### config.mk
export PLATFORM = sky130hd
export DESIGN_NAME = yuv_to_rgb_pixel_packer
export DESIGN_NICKNAME = d
export VERILOG_FILES = /design/src/hdl/yuvp_pkg.sv /design/src/hdl/yuvp_raster.sv /design/src/hdl/yuvp_convert.sv /design/src/hdl/yuv_to_rgb_pixel_packer.sv
export SDC_FILE = /design/constraint.sdc
export NUM_CORES = 1
export LEC_CHECK = 0
export BUFFER_PORTS_ARGS = -buffer_cell sky130_fd_sc_hd__buf_2
export CAP_MARGIN = 10
export CORE_ASPECT_RATIO = 1.4
export CORE_MARGIN = 2
export CORE_UTILIZATION = 68
export DETAILED_ROUTE_END_ITERATION = 8
export MAX_ROUTING_LAYER = met4
export PLACE_DENSITY = 0.94
export SETUP_SLACK_MARGIN = 0.15
export SLEW_MARGIN = 40
export SYNTH_ARGS = -nofsm -noshare
export SYNTH_HDL_FRONTEND = slang
export SYNTH_SLANG_ARGS = --single-unit
### constraint.sdc
create_clock -name clk -period 21.3 [get_ports clk]
set_clock_uncertainty 0.15 [all_clocks]
set_input_delay 3.195 -clock clk [delete_from_list [all_inputs] [get_ports clk]]
set_output_delay 3.195 -clock clk [all_outputs]
set_load 0.02 [all_outputs]
### src/hdl/yuvp_pkg.sv
// ----------------------------------------------------------------------------
// yuvp_pkg
// Shared types and constants of the YUV to RGB pixel packer.
// ----------------------------------------------------------------------------
package yuvp_pkg;

  // Largest frame dimension the raster counters must cover
  localparam int MAX_DIMENSION_DEF = 4096;

  // Field widths of the streams and registers
  localparam int SAMPLE_W   = 8;
  localparam int WORD_W     = 32;
  localparam int BYTES_W    = 3;
  localparam int CFG_DIM_W  = 13;
  localparam int CFG_FMT_W  = 3;
  localparam int CFG_DATA_W = 13;
  localparam int CFG_IDX_W  = 2;

  // Configuration register indexes
  localparam logic [CFG_IDX_W-1:0] REG_OUTPUT_FORMAT = 2'd0;
  localparam logic [CFG_IDX_W-1:0] REG_FRAME_WIDTH   = 2'd1;
  localparam logic [CFG_IDX_W-1:0] REG_FRAME_HEIGHT  = 2'd2;

  // Valid byte counts of a packed pixel
  localparam logic [BYTES_W-1:0] BYTES_WORD   = 3'd4;
  localparam logic [BYTES_W-1:0] BYTES_PACKED = 3'd3;

  // Output layouts
  typedef enum logic [CFG_FMT_W-1:0] {
    FMT_BGRA = 3'd0,
    FMT_ABGR = 3'd1,
    FMT_BGR  = 3'd2,
    FMT_RGBA = 3'd3,
    FMT_RGB  = 3'd4
  } fmt_t;

  // Raster position flags of one pixel
  typedef struct packed {
    logic row_end;
    logic frame_end;
  } pos_flags_t;

endpackage

### src/hdl/yuvp_raster.sv
// ----------------------------------------------------------------------------
// yuvp_raster
// Column and row counters that flag the last pixel of each row and frame.
// ----------------------------------------------------------------------------
module yuvp_raster #(
  parameter int MAX_DIMENSION = yuvp_pkg::MAX_DIMENSION_DEF
) (
  input  logic                           clk,
  input  logic                           rst_n,
  input  logic                           step,
  input  logic [yuvp_pkg::CFG_DIM_W-1:0] frame_width,
  input  logic [yuvp_pkg::CFG_DIM_W-1:0] frame_height,
  output yuvp_pkg::pos_flags_t           flags
);

  localparam int CNT_W = $clog2(MAX_DIMENSION);
  localparam int CMP_W = (CNT_W + 1 > yuvp_pkg::CFG_DIM_W) ? CNT_W + 1 : yuvp_pkg::CFG_DIM_W;
  localparam logic [CMP_W-1:0] MAX_DIM = CMP_W'(MAX_DIMENSION);

  logic [CNT_W-1:0] col_r, col_nxt;
  logic [CNT_W-1:0] row_r, row_nxt;
  logic [CMP_W-1:0] w_ext, h_ext, w_last, h_last;

  // Clamp dimensions to 1..MAX and take the last index
  always_comb begin
    w_ext = CMP_W'(frame_width);
    h_ext = CMP_W'(frame_height);
    if (w_ext == '0) begin
      w_last = '0;
    end else if (w_ext > MAX_DIM) begin
      w_last = MAX_DIM - CMP_W'(1);
    end else begin
      w_last = w_ext - CMP_W'(1);
    end
    if (h_ext == '0) begin
      h_last = '0;
    end else if (h_ext > MAX_DIM) begin
      h_last = MAX_DIM - CMP_W'(1);
    end else begin
      h_last = h_ext - CMP_W'(1);
    end
  end

  // A counter at or past the last index ends the row or frame
  assign flags.row_end   = CMP_W'(col_r) >= w_last;
  assign flags.frame_end = flags.row_end && (CMP_W'(row_r) >= h_last);

  // Advance the counters on each request
  always_comb begin
    col_nxt = col_r;
    row_nxt = row_r;
    if (step) begin
      if (flags.row_end) begin
        col_nxt = '0;
        row_nxt = flags.frame_end ? '0 : row_r + CNT_W'(1);
      end else begin
        col_nxt = col_r + CNT_W'(1);
      end
    end
  end

  always_ff @(posedge clk) begin
    if (!rst_n) begin
      col_r <= '0;
      row_r <= '0;
    end else begin
      col_r <= col_nxt;
      row_r <= row_nxt;
    end
  end

  // Frame end restarts both counters
  a_frame_wrap: assert property (@(posedge clk) disable iff (!rst_n)
    step && flags.frame_end |=> col_r == '0 && row_r == '0)
    else $error("raster counters did not restart after frame end");

  // Mid-row step moves one column, same row
  a_col_step: assert property (@(posedge clk) disable iff (!rst_n)
    step && !flags.row_end |=> col_r == $past(col_r) + CNT_W'(1) && row_r == $past(row_r))
    else $error("column counter did not advance by one");

endmodule

### src/hdl/yuvp_convert.sv
// ----------------------------------------------------------------------------
// yuvp_convert
// BT.601 limited-range YUV to RGB conversion and layout packing.
// ----------------------------------------------------------------------------
module yuvp_convert (
  input  logic [yuvp_pkg::SAMPLE_W-1:0] luma,
  input  logic [yuvp_pkg::SAMPLE_W-1:0] chroma_blue,
  input  logic [yuvp_pkg::SAMPLE_W-1:0] chroma_red,
  input  yuvp_pkg::fmt_t                output_format,
  output logic [yuvp_pkg::WORD_W-1:0]   pixel_word,
  output logic [yuvp_pkg::BYTES_W-1:0]  byte_count
);

  localparam int ACC_W = 20;

  logic signed [ACC_W-1:0] y_s, u_s, v_s;
  logic signed [ACC_W-1:0] r_t, g_t, b_t;
  logic [7:0] r8, g8, b8;

  // Floor divide by 256 and saturate to 0..255
  function automatic logic [7:0] scale_sat(input logic signed [ACC_W-1:0] t);
    logic signed [ACC_W-9:0] q;
    q = ACC_W'(t >>> 8) >= 0 ? (ACC_W-8)'(t >>> 8) : (ACC_W-8)'(t >>> 8);
    if (q < 0) begin
      return 8'd0;
    end else if (q > 255) begin
      return 8'd255;
    end else begin
      return q[7:0];
    end
  endfunction

  // Offset removal and matrix products
  always_comb begin
    y_s = ($signed({12'b0, luma}) - 20'sd16) * 20'sd298;
    u_s = $signed({12'b0, chroma_blue}) - 20'sd128;
    v_s = $signed({12'b0, chroma_red}) - 20'sd128;
    r_t = y_s + 20'sd409 * v_s + 20'sd128;
    g_t = y_s - 20'sd100 * u_s - 20'sd208 * v_s + 20'sd128;
    b_t = y_s + 20'sd516 * u_s + 20'sd128;
    r8  = scale_sat(r_t);
    g8  = scale_sat(g_t);
    b8  = scale_sat(b_t);
  end

  // Pack by layout; unused codes fall back to BGRA
  always_comb begin
    unique case (output_format)
      yuvp_pkg::FMT_ABGR: begin
        pixel_word = {8'd0, b8, g8, r8};
        byte_count = yuvp_pkg::BYTES_WORD;
      end
      yuvp_pkg::FMT_BGR: begin
        pixel_word = {8'd0, r8, g8, b8};
        byte_count = yuvp_pkg::BYTES_PACKED;
      end
      yuvp_pkg::FMT_RGBA: begin
        pixel_word = {r8, g8, b8, 8'd0};
        byte_count = yuvp_pkg::BYTES_WORD;
      end
      yuvp_pkg::FMT_RGB: begin
        pixel_word = {8'd0, b8, g8, r8};
        byte_count = yuvp_pkg::BYTES_PACKED;
      end
      default: begin
        pixel_word = {b8, g8, r8, 8'd0};
        byte_count = yuvp_pkg::BYTES_WORD;
      end
    endcase
  end

endmodule

### src/hdl/yuv_to_rgb_pixel_packer.sv
// ----------------------------------------------------------------------------
// yuv_to_rgb_pixel_packer
// Streams YUV pixels in raster order, converts them to RGB and packs them.
//
//   channel | direction | tdata (low bit up)                   | side band
//   in_     | sink      | luma, chroma_blue, chroma_red (24b)  | -
//   out_    | source    | pixel_word, byte_count, pad (40b)    | tlast=row_end,
//           |           |                                      | tuser=frame_end
//   cfg_    | sink      | write index 0..2, data 13b           | no read-back
//
// One pixel per clock sustained while out_tready stays high; each pixel passes
// the input register, then conversion into the result reg, from request to output.
// The counters are sampled at input acceptance, so flags follow input order.
// Once both registers hold a pixel, in_tready follows out_tready in the same
// cycle; each register refills as it drains.
// Synchronous active-low reset clears valids and counters and sets config to BGRA, 1x1.
// ----------------------------------------------------------------------------
module yuv_to_rgb_pixel_packer #(
  parameter int MAX_DIMENSION = yuvp_pkg::MAX_DIMENSION_DEF
) (
  input  logic                            clk,
  input  logic                            rst_n,
  // luma [7:0], chroma_blue [15:8], chroma_red [23:16]
  input  logic [23:0]                     in_tdata,
  input  logic                            in_tvalid,
  output logic                            in_tready,
  // pixel_word [31:0], byte_count [34:32], zero [39:35]
  output logic [39:0]                     out_tdata,
  output logic                            out_tlast,
  // frame_end [0]
  output logic                            out_tuser,
  output logic                            out_tvalid,
  input  logic                            out_tready,
  input  logic                            cfg_we,
  input  logic [yuvp_pkg::CFG_IDX_W-1:0]  cfg_index,
  input  logic [yuvp_pkg::CFG_DATA_W-1:0] cfg_wdata
);

  localparam int SW = yuvp_pkg::SAMPLE_W;

  yuvp_pkg::fmt_t                fmt_r;
  logic [yuvp_pkg::CFG_DIM_W-1:0] width_r, height_r;

  logic                 s1_vld_r;
  logic [SW-1:0]        s1_luma_r, s1_cb_r, s1_cr_r;
  yuvp_pkg::pos_flags_t s1_flags_r;
  logic                 s1_ready, out_ready;

  logic                            out_vld_r;
  logic [yuvp_pkg::WORD_W-1:0]     out_word_r;
  logic [yuvp_pkg::BYTES_W-1:0]    out_bytes_r;
  yuvp_pkg::pos_flags_t            out_flags_r;

  logic                            in_req;
  yuvp_pkg::pos_flags_t            pos_flags;
  logic [yuvp_pkg::WORD_W-1:0]     cv_word;
  logic [yuvp_pkg::BYTES_W-1:0]    cv_bytes;

  // Configuration registers
  always_ff @(posedge clk) begin
    if (!rst_n) begin
      fmt_r    <= yuvp_pkg::FMT_BGRA;
      width_r  <= yuvp_pkg::CFG_DIM_W'(1);
      height_r <= yuvp_pkg::CFG_DIM_W'(1);
    end else if (cfg_we) begin
      unique case (cfg_index)
        yuvp_pkg::REG_OUTPUT_FORMAT:
          fmt_r <= yuvp_pkg::fmt_t'(cfg_wdata[yuvp_pkg::CFG_FMT_W-1:0]);
        yuvp_pkg::REG_FRAME_WIDTH:   width_r  <= cfg_wdata[yuvp_pkg::CFG_DIM_W-1:0];
        yuvp_pkg::REG_FRAME_HEIGHT:  height_r <= cfg_wdata[yuvp_pkg::CFG_DIM_W-1:0];
        default: ;
      endcase
    end
  end

  // Stage readiness: a stage takes a request when empty or draining
  assign out_ready = !out_vld_r || out_tready;
  assign s1_ready  = !s1_vld_r || out_ready;
  assign in_tready = s1_ready;
  assign in_req    = in_tvalid && in_tready;

  yuvp_raster #(
    .MAX_DIMENSION (MAX_DIMENSION)
  ) u_raster (
    .clk          (clk),
    .rst_n        (rst_n),
    .step         (in_req),
    .frame_width  (width_r),
    .frame_height (height_r),
    .flags        (pos_flags)
  );

  // Input register
  always_ff @(posedge clk) begin
    if (!rst_n) begin
      s1_vld_r <= 1'b0;
    end else if (s1_ready) begin
      s1_vld_r <= in_tvalid;
    end
  end

  always_ff @(posedge clk) begin
    if (in_req) begin
      s1_luma_r  <= in_tdata[SW-1:0];
      s1_cb_r    <= in_tdata[2*SW-1:SW];
      s1_cr_r    <= in_tdata[3*SW-1:2*SW];
      s1_flags_r <= pos_flags;
    end
  end

  yuvp_convert u_convert (
    .luma          (s1_luma_r),
    .chroma_blue   (s1_cb_r),
    .chroma_red    (s1_cr_r),
    .output_format (fmt_r),
    .pixel_word    (cv_word),
    .byte_count    (cv_bytes)
  );

  // Result register
  always_ff @(posedge clk) begin
    if (!rst_n) begin
      out_vld_r <= 1'b0;
    end else if (out_ready) begin
      out_vld_r <= s1_vld_r;
    end
  end

  always_ff @(posedge clk) begin
    if (out_ready && s1_vld_r) begin
      out_word_r  <= cv_word;
      out_bytes_r <= cv_bytes;
      out_flags_r <= s1_flags_r;
    end
  end

  assign out_tvalid = out_vld_r;
  assign out_tdata  = {5'd0, out_bytes_r, out_word_r};
  assign out_tlast  = out_flags_r.row_end;
  assign out_tuser  = out_flags_r.frame_end;

  // A frame end is always also a row end
  a_frame_is_row: assert property (@(posedge clk) disable iff (!rst_n)
    out_vld_r |-> (!out_flags_r.frame_end || out_flags_r.row_end))
    else $error("frame end without row end");

  // A held input-stage pixel is not overwritten while the output stalls
  a_s1_hold: assert property (@(posedge clk) disable iff (!rst_n)
    s1_vld_r && !out_ready |=> s1_vld_r && $stable(s1_luma_r) && $stable(s1_flags_r))
    else $error("input stage lost a pixel under stall");

endmodule
Word level (Yosys, flattened, before mapping)
Index checks and enable logic that the tools add are counted.

word-level totals
  flip-flop bits (word level) = 118
  bits of input ports = 44
  output and inout bits = 44
  word-level logic and storage cells = 81

operators by class
  $add $sub $neg = 14
  multiply operators = 5
  magnitude comparators = 10
  eq/ne operators = 6
  mux-type cells = 14
  reduce and logical (&&, ||, !) cells = 16

operators with widths
  operator                count
  $pmux 32 s3             1
  $add 20x9->20 const B   3
  $mux 13                 4
  $mux 8                  6
  $add 20x20->20          2
  $sub 20x20->20          2
  $gt 12x9->1 const B     3
  $lt 12x1->1 const B     3
  $ge 12x13->1            2
  $gt 13x13->1 const B    2
  $logic_not 13->1        2
  $sub 13x1->13 const B   2
  $add 12x1->12 const B   2
  $mux 12                 2
  $mul 10x20->20 const A  1
  $mul 20x9->19 const B   1
  $mul 5x20->16 const A   1
  $mul 6x20->18 const A   1
  $mul 9x20->18 const A   1
  $sub 8x8->9 const B     2
  $sub 8x5->9 const B     1
  $reduce_and 2->1        4
  $eq 3x2->1 const B      2
  $reduce_or 2->1         2
  9 further kinds         13

Longest topological paths before layout
Gate-level depths: netlist (run 1).

  word-level depth = 9
  gate-level depth with buffers = 32
  depth with buffers taken out = 31

Modules after synthesis
A second synthesis (run 1) with hierarchy kept.

second synthesis, totals
  cell total of the unflattened synthesis = 1,426
  area, all modules = 13,329.0 um^2

by module, submodules not included
  module                   instances  cells an instance  area an instance (um^2)  seq. area each (um^2)
  yuvp_convert             1          947                8,005.2                  0.0
  yuv_to_rgb_pixel_packer  1          192                3,150.5                  2,512.4
  yuvp_raster              1          287                2,173.3                  480.5

Worst setup path after synthesis (run 1)
No wires, ideal clock.

  kind = register to register
  start = register s1_luma_r[4]
  end = register out_word_r[18] (netlist name), data pin
  library setup time = 0.163 ns
  arrival = 7.374 ns
  data required time = 20.987 ns
  setup slack = 13.613 ns
  cell stages (with the launch flop) = 32
  path buffers = 2
  period minus slack after synthesis = 7.687 ns
  cells stage by stage = edfxtp_1 inv_1 ha_1 nor3b_1 clkbuf_1 ha_1 ha_1 inv_1 fa_1 fa_1 inv_1 ha_1 o21ai_0 a21boi_0 o21ai_0 a21boi_0 o21a_1 o21a_1 nor2_1 fa_1 ha_1 ha_1 buf_2 a21o_1 a31oi_1 o21ai_0 nand2_1 o21ai_0 o311ai_4 nor2_2 or4_1 o221ai_1

on the way
  word-level cells in the longest chain between the ends = 9
  elaborated cells on any way between the ends = 22
  classes of those cells = add/sub (8); mul (1); order compare (6); mux (7)

ends and longest elaborated chain
  what                          RTL line                        source
  start: declaration            yuv_to_rgb_pixel_packer.sv:45   logic [SW-1:0] s1_luma_r, s1_cb_r, s1_cr_r;
  start signal: assignment      yuv_to_rgb_pixel_packer.sv:104  s1_luma_r <= in_tdata[SW-1:0];
  $sub 8x5->9 *                 yuvp_convert.sv:35              y_s = ($signed({12'b0, luma}) - 20'sd16) * 20'sd298;
  $mul 20x9->19 *               yuvp_convert.sv:35
  $sub 20x20->20 (2 in series)  yuvp_convert.sv:39              g_t = y_s - 20'sd100 * u_s - 20'sd208 * v_s + 20'sd128;
  $add 20x9->20                 yuvp_convert.sv:39
  $gt 12x9->1                   yuvp_convert.sv:26              end else if (q > 255) begin
  $mux 8                        yuvp_convert.sv:26
  $mux 8                        yuvp_convert.sv:24              if (q < 0) begin
  $pmux 32 s3 *                 yuvp_convert.sv:48              unique case (output_format)
  named net cv_word (one bit)   yuv_to_rgb_pixel_packer.sv:56   logic [yuvp_pkg::WORD_W-1:0] cv_word;
  end signal: assignment        yuv_to_rgb_pixel_packer.sv:131  out_word_r <= cv_word;
  end: declaration              yuv_to_rgb_pixel_packer.sv:50   logic [yuvp_pkg::WORD_W-1:0] out_word_r;

Mark *: on every way through the listed nets, which the timed path passes. The rest lies on a longest branch.
A chain may end at the register's enable or synchronous reset.

Final worst setup path (run 1)
Same ends and word-level chain as after synthesis.

==> results.sh, run 1 <==
export IMPL_status="completed"
export IMPL_tns_ns=0
export IMPL_max_slew_margin_rel_pct=42.6
export IMPL_drt_wl_total_um=35700
export IMPL_cts_root_buf="clkbuf_16"
export IMPL_cts_resized=0
export IMPL_r2r_end="out_word_r[18]"
export IMPL_vias_per_cell=6.51
export IMPL_tightest_slew_ns=0.855
export IMPL_place_congestion=1.05
export IMPL_final_instance_count_excl_fill=1753
export IMPL_diodes=0
export IMPL_post_route_period_util_pct=42.2
export IMPL_start_kind="flip-flop"
export IMPL_synthTopCellsByArea="ha_1 25%, edfxtp_1 14%, fa_1 9.8%, dfxtp_1 8.4%, inv_1 5.3%"
export IMPL_grt_max_degree=37
export IMPL_cp_depth=29
export IMPL_cts_setup_buffers=0
export IMPL_dp_cells=1719
export IMPL_hold_violations=0
export IMPL_crit_buf_inv=3
export IMPL_yosysTopAreaCellShare_pct=24.6
export IMPL_ys_async_sr_fraction_pct=0
export IMPL_start_util_pct=69.8
export IMPL_synth_seq_cells=117
export IMPL_finalCriticalPeriod_ns=8.99
export IMPL_critPathCaptureType="flip-flop"
export IMPL_dieArea_sq_um=20300
export IMPL_worst_r2r_path_depth=29
export IMPL_ant_nets=0
export IMPL_holdPathStages=0
export IMPL_syn_inst=1425
export IMPL_synth_top_family_by_area="adder cells"
export IMPL_overflow=0
export IMPL_min_from="s1_flags_r[0]"
export IMPL_fp_row_count=59
export IMPL_insertion_delay_ns=0.44
export IMPL_synthMuxAreaShare_pct=0.547
export IMPL_synth_enable_flop_cells=62
export IMPL_yosys_area_top_type="ha_1"
export IMPL_critPathKind="reg2reg"
export IMPL_avgSynthCellArea_sq_um=9.15
export IMPL_cts_sinks=117
export IMPL_drt_iter0_markers=932
export IMPL_netlist_area_sq_um=13000
export IMPL_slew_violations=0
export IMPL_yosysMostFrequentCell="ha_1"
export IMPL_finalSetupViolations=0
export IMPL_r2r_start="s1_luma_r[4]"
export IMPL_synth_main_ff_cell="edfxtp_1"
export IMPL_synthSimpleGateAreaFrac_pct=13.7
export IMPL_clock_path_buffers=2
export IMPL_synth_cell_types=76
export IMPL_cts_buffers=17
export IMPL_area_growth_pct=9.70
export IMPL_finish_utilization_pct=76.6
export IMPL_dpl_hpwl_um=26600
export IMPL_num_vias=11400
export IMPL_critPathMaxStageDelay_ns=0.64
export IMPL_synth_xor_xnor_area_share_pct=6.97
export IMPL_max_freq_mhz=111
export IMPL_finalInstanceArea_sq_um=14300
export IMPL_cp_max_fo=15
export IMPL_cts_hold_buffers=0
export IMPL_grt_pass1_wl_um=57100
export IMPL_antenna_found_initial=0
export IMPL_yosysSeqAreaShare_pct=22.7
export IMPL_first_pass_iters=7
export IMPL_holdPathEnd="out_tuser"
export IMPL_rsz0062_at_grt="no"
export IMPL_path_common_cell="ha_1"
export IMPL_crit_family="adder cells"
export IMPL_cap_violations=0
export IMPL_die_height_um=168
export IMPL_route_detailed_drc=0
export IMPL_cpMaxStageDelayCell="o311ai_4"
export IMPL_nets=1860
export IMPL_first_global_vias=11900
export IMPL_grtUsageTotal_pct=37.1
export IMPL_synth_compound_area_share_pct=14.9
export IMPL_min_path_type="reg2reg"
export IMPL_cts_tree="built"
export IMPL_place_area_sq_um=13700
export IMPL_synth_fa_ha_area_share_pct=34.4
export IMPL_r2r_setup_slack_ns=12.31
export IMPL_htree_levels=4
export IMPL_path_clk_slew_ns=0.06
export IMPL_drive_above_1_share_pct=9.81
export IMPL_core_area_sq_um=18700
export IMPL_io_buffers=82
export IMPL_fillers=1142
export IMPL_cp_arrival_ns=9.10
export IMPL_ios=88
export IMPL_synth_common_cells="256 x ha_1, 184 x inv_1, 114 x nand2_1"
export IMPL_die_w_um=121
export IMPL_worst_ep_required_time_ns=21.40
export IMPL_wire_per_inst_um=20.4
export IMPL_yosysWarnings=0
[cell families (layout without fill, tap and decap cells)]
| group | count (synthesis) | count (layout) |
|---|---|---|
| compound gates | 285 | 285 |
| xor+xnor | 103 | 103 |
| fa+ha+maj | 320 | 320 |
| buf+inv | 224 | 304 |
| flops | 117 | 117 |
| mux | 7 | 7 |
| other cells | 1 | 5 |
| simple gates | 368 | 368 |
[how the worst max path moves through the flow]
stage	to	slack [ns]	start
after floorplan	out_word_r[18]	13.61	s1_luma_r[4]
after global placement	out_word_r[12]	12.98	s1_luma_r[4]
after detailed placement	out_word_r[12]	12.70	s1_luma_r[4]
after CTS	out_word_r[12]	12.55	s1_luma_r[4]
after global routing	out_word_r[18]	11.93	s1_luma_r[4]
final	out_word_r[18]	12.31	s1_luma_r[4]
[metrics by stage]
step / worst slack, ns / hold slack (ns)
after floorplan: 13.61 / 0.250
after CTS: 12.55 / 0.285
after global routing: 11.93 / 0.287
final: 12.31 / 0.283
after global placement: 12.98 / 0.258
after detailed placement: 12.70 / 0.264
[flip-flops by register name (all words and copies together), names as in the netlist]
register	count
s1_luma_r	8
s1_cr_r	8
u_raster.col_r	12
out_tvalid	1
out_tuser	1
u_raster.row_r	12
width_r	13
s1_vld_r	1
s1_cb_r	8
out_word_r	32
out_bytes_r	2
out_tlast	1
height_r	13
s1_flags_r	2
fmt_r	3
[routing by layer]
metal / GRT usage, % / share of wire, % / vias up
li1: - / - / 5131
met1: 34.9 / 33 / 5383
met2: 62.8 / 50 / 645
met3: 9.55 / 7.9 / 246
met4: 30.1 / 9.3 / 0
met5: - / 0 / -
[cells in the final DEF (no fill, tap or decap), types with 6 or more instances in the layout]
| master | count |
|---|---|
| nor4_1 | 7 |
| inv_1 | 184 |
| nand4_1 | 14 |
| a21oi_1 | 69 |
| o21bai_1 | 7 |
| and3_1 | 12 |
| a21boi_0 | 28 |
| ha_1 | 256 |
| nor2_1 | 92 |
| mux2i_1 | 6 |
| fa_1 | 64 |
| nand3b_1 | 6 |
| nand3_1 | 18 |
| and2_1 | 7 |
| or2_2 | 6 |
| or3_1 | 15 |
| edfxtp_1 | 62 |
| clkbuf_16 | 17 |
| or4_1 | 12 |
| nand2b_1 | 11 |
| nor3_1 | 25 |
| nor2b_1 | 10 |
| xor2_1 | 44 |
| o21ai_0 | 43 |
| xnor2_1 | 57 |
| buf_2 | 83 |
| dfxtp_1 | 55 |
| o221ai_1 | 17 |
| a21o_1 | 27 |
| o21a_1 | 20 |
| nand2_1 | 114 |
| o22ai_1 | 17 |
[layout make-up]
| type | count | area [sq um] | area share, % |
|---|---|---|---|
| clock buffers | 18 | 429 | 3.00 |
| clock inverters | 14 | 189 | 1.32 |
| inverters | 185 | 694 | 4.85 |
| multi-input cells | 1088 | 9250 | 64.7 |
| flip-flops and latches | 117 | 2960 | 20.7 |
| well taps | 244 | 305 | 2.13 |
| repair buffers | 87 | 477 | 3.33 |
Power of run 1 is not shown: default switching activity piles up to over one toggle a cycle in this logic, so the estimate is an artifact.
==> run 2: changes to the inputs <==
- CORE_UTILIZATION: 68 -> 63
- PLACE_DENSITY: 0.94 -> 0.89
- clock period: 21.3 -> 8.28 ns (I/O delays scaled with it)
==> run 2 against run 1 <==
  * Register-to-register slack worse by 12 ns
  * Flip-flop and latch count stayed put
  * Sequential share of layout area decreased by 0.15 points
  * Cell count rose by 0.91%
  * Via count is 5.5% lower
  * Worst setup slack lost 12 ns
  * Design area grew 0.75%
  * Fmax up 15%
  * First-iteration DRC count is 39% lower
  * Critical path depth rose by 1
  * Hold slack got worse by 0.0085 ns
==> results.sh, run 2 (same netlist as run 1, synthesis figures left out) <==
export IMPL_status="completed"
export IMPL_min_path_type="reg2reg"
export IMPL_drive_above_1_share_pct=11.2
export IMPL_htree_levels=4
export IMPL_overflow=0
export IMPL_max_freq_mhz=128
export IMPL_grt_pass1_wl_um=53400
export IMPL_cp_depth=30
export IMPL_cts_root_buf="clkbuf_16"
export IMPL_worst_r2r_path_depth=30
export IMPL_tns_ns=0
export IMPL_place_congestion=0.959
export IMPL_insertion_delay_ns=0.44
export IMPL_start_util_pct=63.9
export IMPL_nets=1864
export IMPL_core_area_sq_um=20400
export IMPL_num_vias=10800
export IMPL_path_clk_slew_ns=0.06
export IMPL_clock_path_buffers=2
export IMPL_finalCriticalPeriod_ns=7.84
export IMPL_first_pass_iters=6
export IMPL_vias_per_cell=6.09
export IMPL_rsz0062_at_grt="yes"
export IMPL_cp_max_fo=6
export IMPL_critPathKind="reg2reg"
export IMPL_die_w_um=126
export IMPL_largest_register="out_word_r"
export IMPL_first_global_vias=11100
export IMPL_largest_reg_flops=32
export IMPL_area_growth_pct=10.5
export IMPL_layout_common_cells="252 x ha_1, 183 x inv_1, 114 x nand2_1"
export IMPL_ant_nets=0
export IMPL_post_route_period_util_pct=94.7
export IMPL_cts_hold_buffers=0
export IMPL_cpMaxStageDelayCell="fa_1"
export IMPL_grt_max_degree=37
export IMPL_io_buffers=82
export IMPL_dpl_hpwl_um=25900
export IMPL_gr_usage_met1_pct=30.6
export IMPL_use_met3_pct=4.80
export IMPL_cap_violations=0
export IMPL_crit_buf_inv=6
export IMPL_dieArea_sq_um=21900
export IMPL_critPathMaxStageDelay_ns=0.56
export IMPL_drt_iter0_markers=568
export IMPL_finalSetupViolations=0
export IMPL_path_common_cell="ha_1"
export IMPL_fp_row_count=62
export IMPL_cp_arrival_ns=7.86
export IMPL_top_usage_layer="met2"
export IMPL_top_regs="out_word_r: 32 flops, height_r: 13 flops, width_r: 13 flops"
export IMPL_cts_sinks=117
export IMPL_final_common_cell="ha_1"
export IMPL_grtUsageTotal_pct=31.5
export IMPL_max_slew_margin_rel_pct=43.6
export IMPL_diodes=0
export IMPL_die_height_um=174
export IMPL_slew_violations=0
export IMPL_tightest_slew_ns=0.845
export IMPL_holdPathStages=0
export IMPL_fillers=1491
export IMPL_grtUsageMet2_pct=57.5
export IMPL_worst_ep_required_time_ns=8.29
export IMPL_hold_violations=0
export IMPL_drt_wl_total_um=32300
export IMPL_cts_buffers=17
export IMPL_wire_per_inst_um=18.3
export IMPL_critPathCaptureType="flip-flop"
export IMPL_crit_family="adder cells"
export IMPL_ios=88
export IMPL_antenna_found_initial=0
export IMPL_route_detailed_drc=0
export IMPL_start_kind="flip-flop"
export IMPL_cts_tree="built"
[run 2: worst reg2reg max path, delay by kind of cell (launching register included)]
kind | cells | cell delay, ns
flip-flops | 1 | 0.43
buffers and inverters | 6 | 0.52
XOR/XNOR | 1 | 0.18
adder cells (fa/ha/maj) | 10 | 3.75
AO/OA/AOI/OAI | 9 | 1.67
AND/OR/NAND/NOR | 4 | 0.86
[run 2: worst paths after layout]
| path | startpoint | endpoint | slack, ns |
|---|---|---|---|
| max | s1_luma_r[4] | out_word_r[23] | 0.44 |
| min | s1_flags_r[1] | out_tlast | 0.27 |
| max reg2reg | s1_luma_r[4] | out_word_r[23] | 0.44 |
| min reg2reg | s1_flags_r[1] | out_tlast | 0.27 |
[run 2: area by class of cell]
cell class,instances,area (sq um),share of cell area (%)
timing repair buffer,91,526,3.65
inverter,185,694,4.82
multi-input combinational,1088,9330,64.8
sequential,117,2960,20.6
clock inverter,12,131,0.911
clock buffer,20,447,3.10
tap,256,320,2.22
[run 2: repair_timing]
| item | 4_1_cts | 5_1_grt |
|---|---|---|
| setup endpoints to repair | 0 | 32 |
| resized for setup | 0 | 26 |
| buffers inserted | 0 | 1 |
[run 2: metrics by stage]
stage / cell area [sq um] / utilization (%) / hold slack [ns] / setup WS [ns] / instances
floorplan: 13100 / - / 0.250 / 0.593 / 1429
global placement: 13700 / 67.0 / 0.257 / 0.493 / 1733
detailed placement: 13700 / 67.2 / 0.257 / 0.316 / 1735
CTS: 14300 / 70.0 / 0.281 / 0.279 / 1767
global route: 14400 / 70.7 / 0.281 / 0.0882 / 1769
finish: 14400 / 70.7 / 0.275 / 0.438 / 1769
[run 2: metal layers]
metal	vias to the layer above	wire length (um)	share of wire [%]
li1	5117	-	-
met1	5126	11300	35
met2	378	17400	54
met3	158	1400	4.3
met4	0	2210	6.8
met5	-	0	0
Power of run 2 is left out for the same reason.
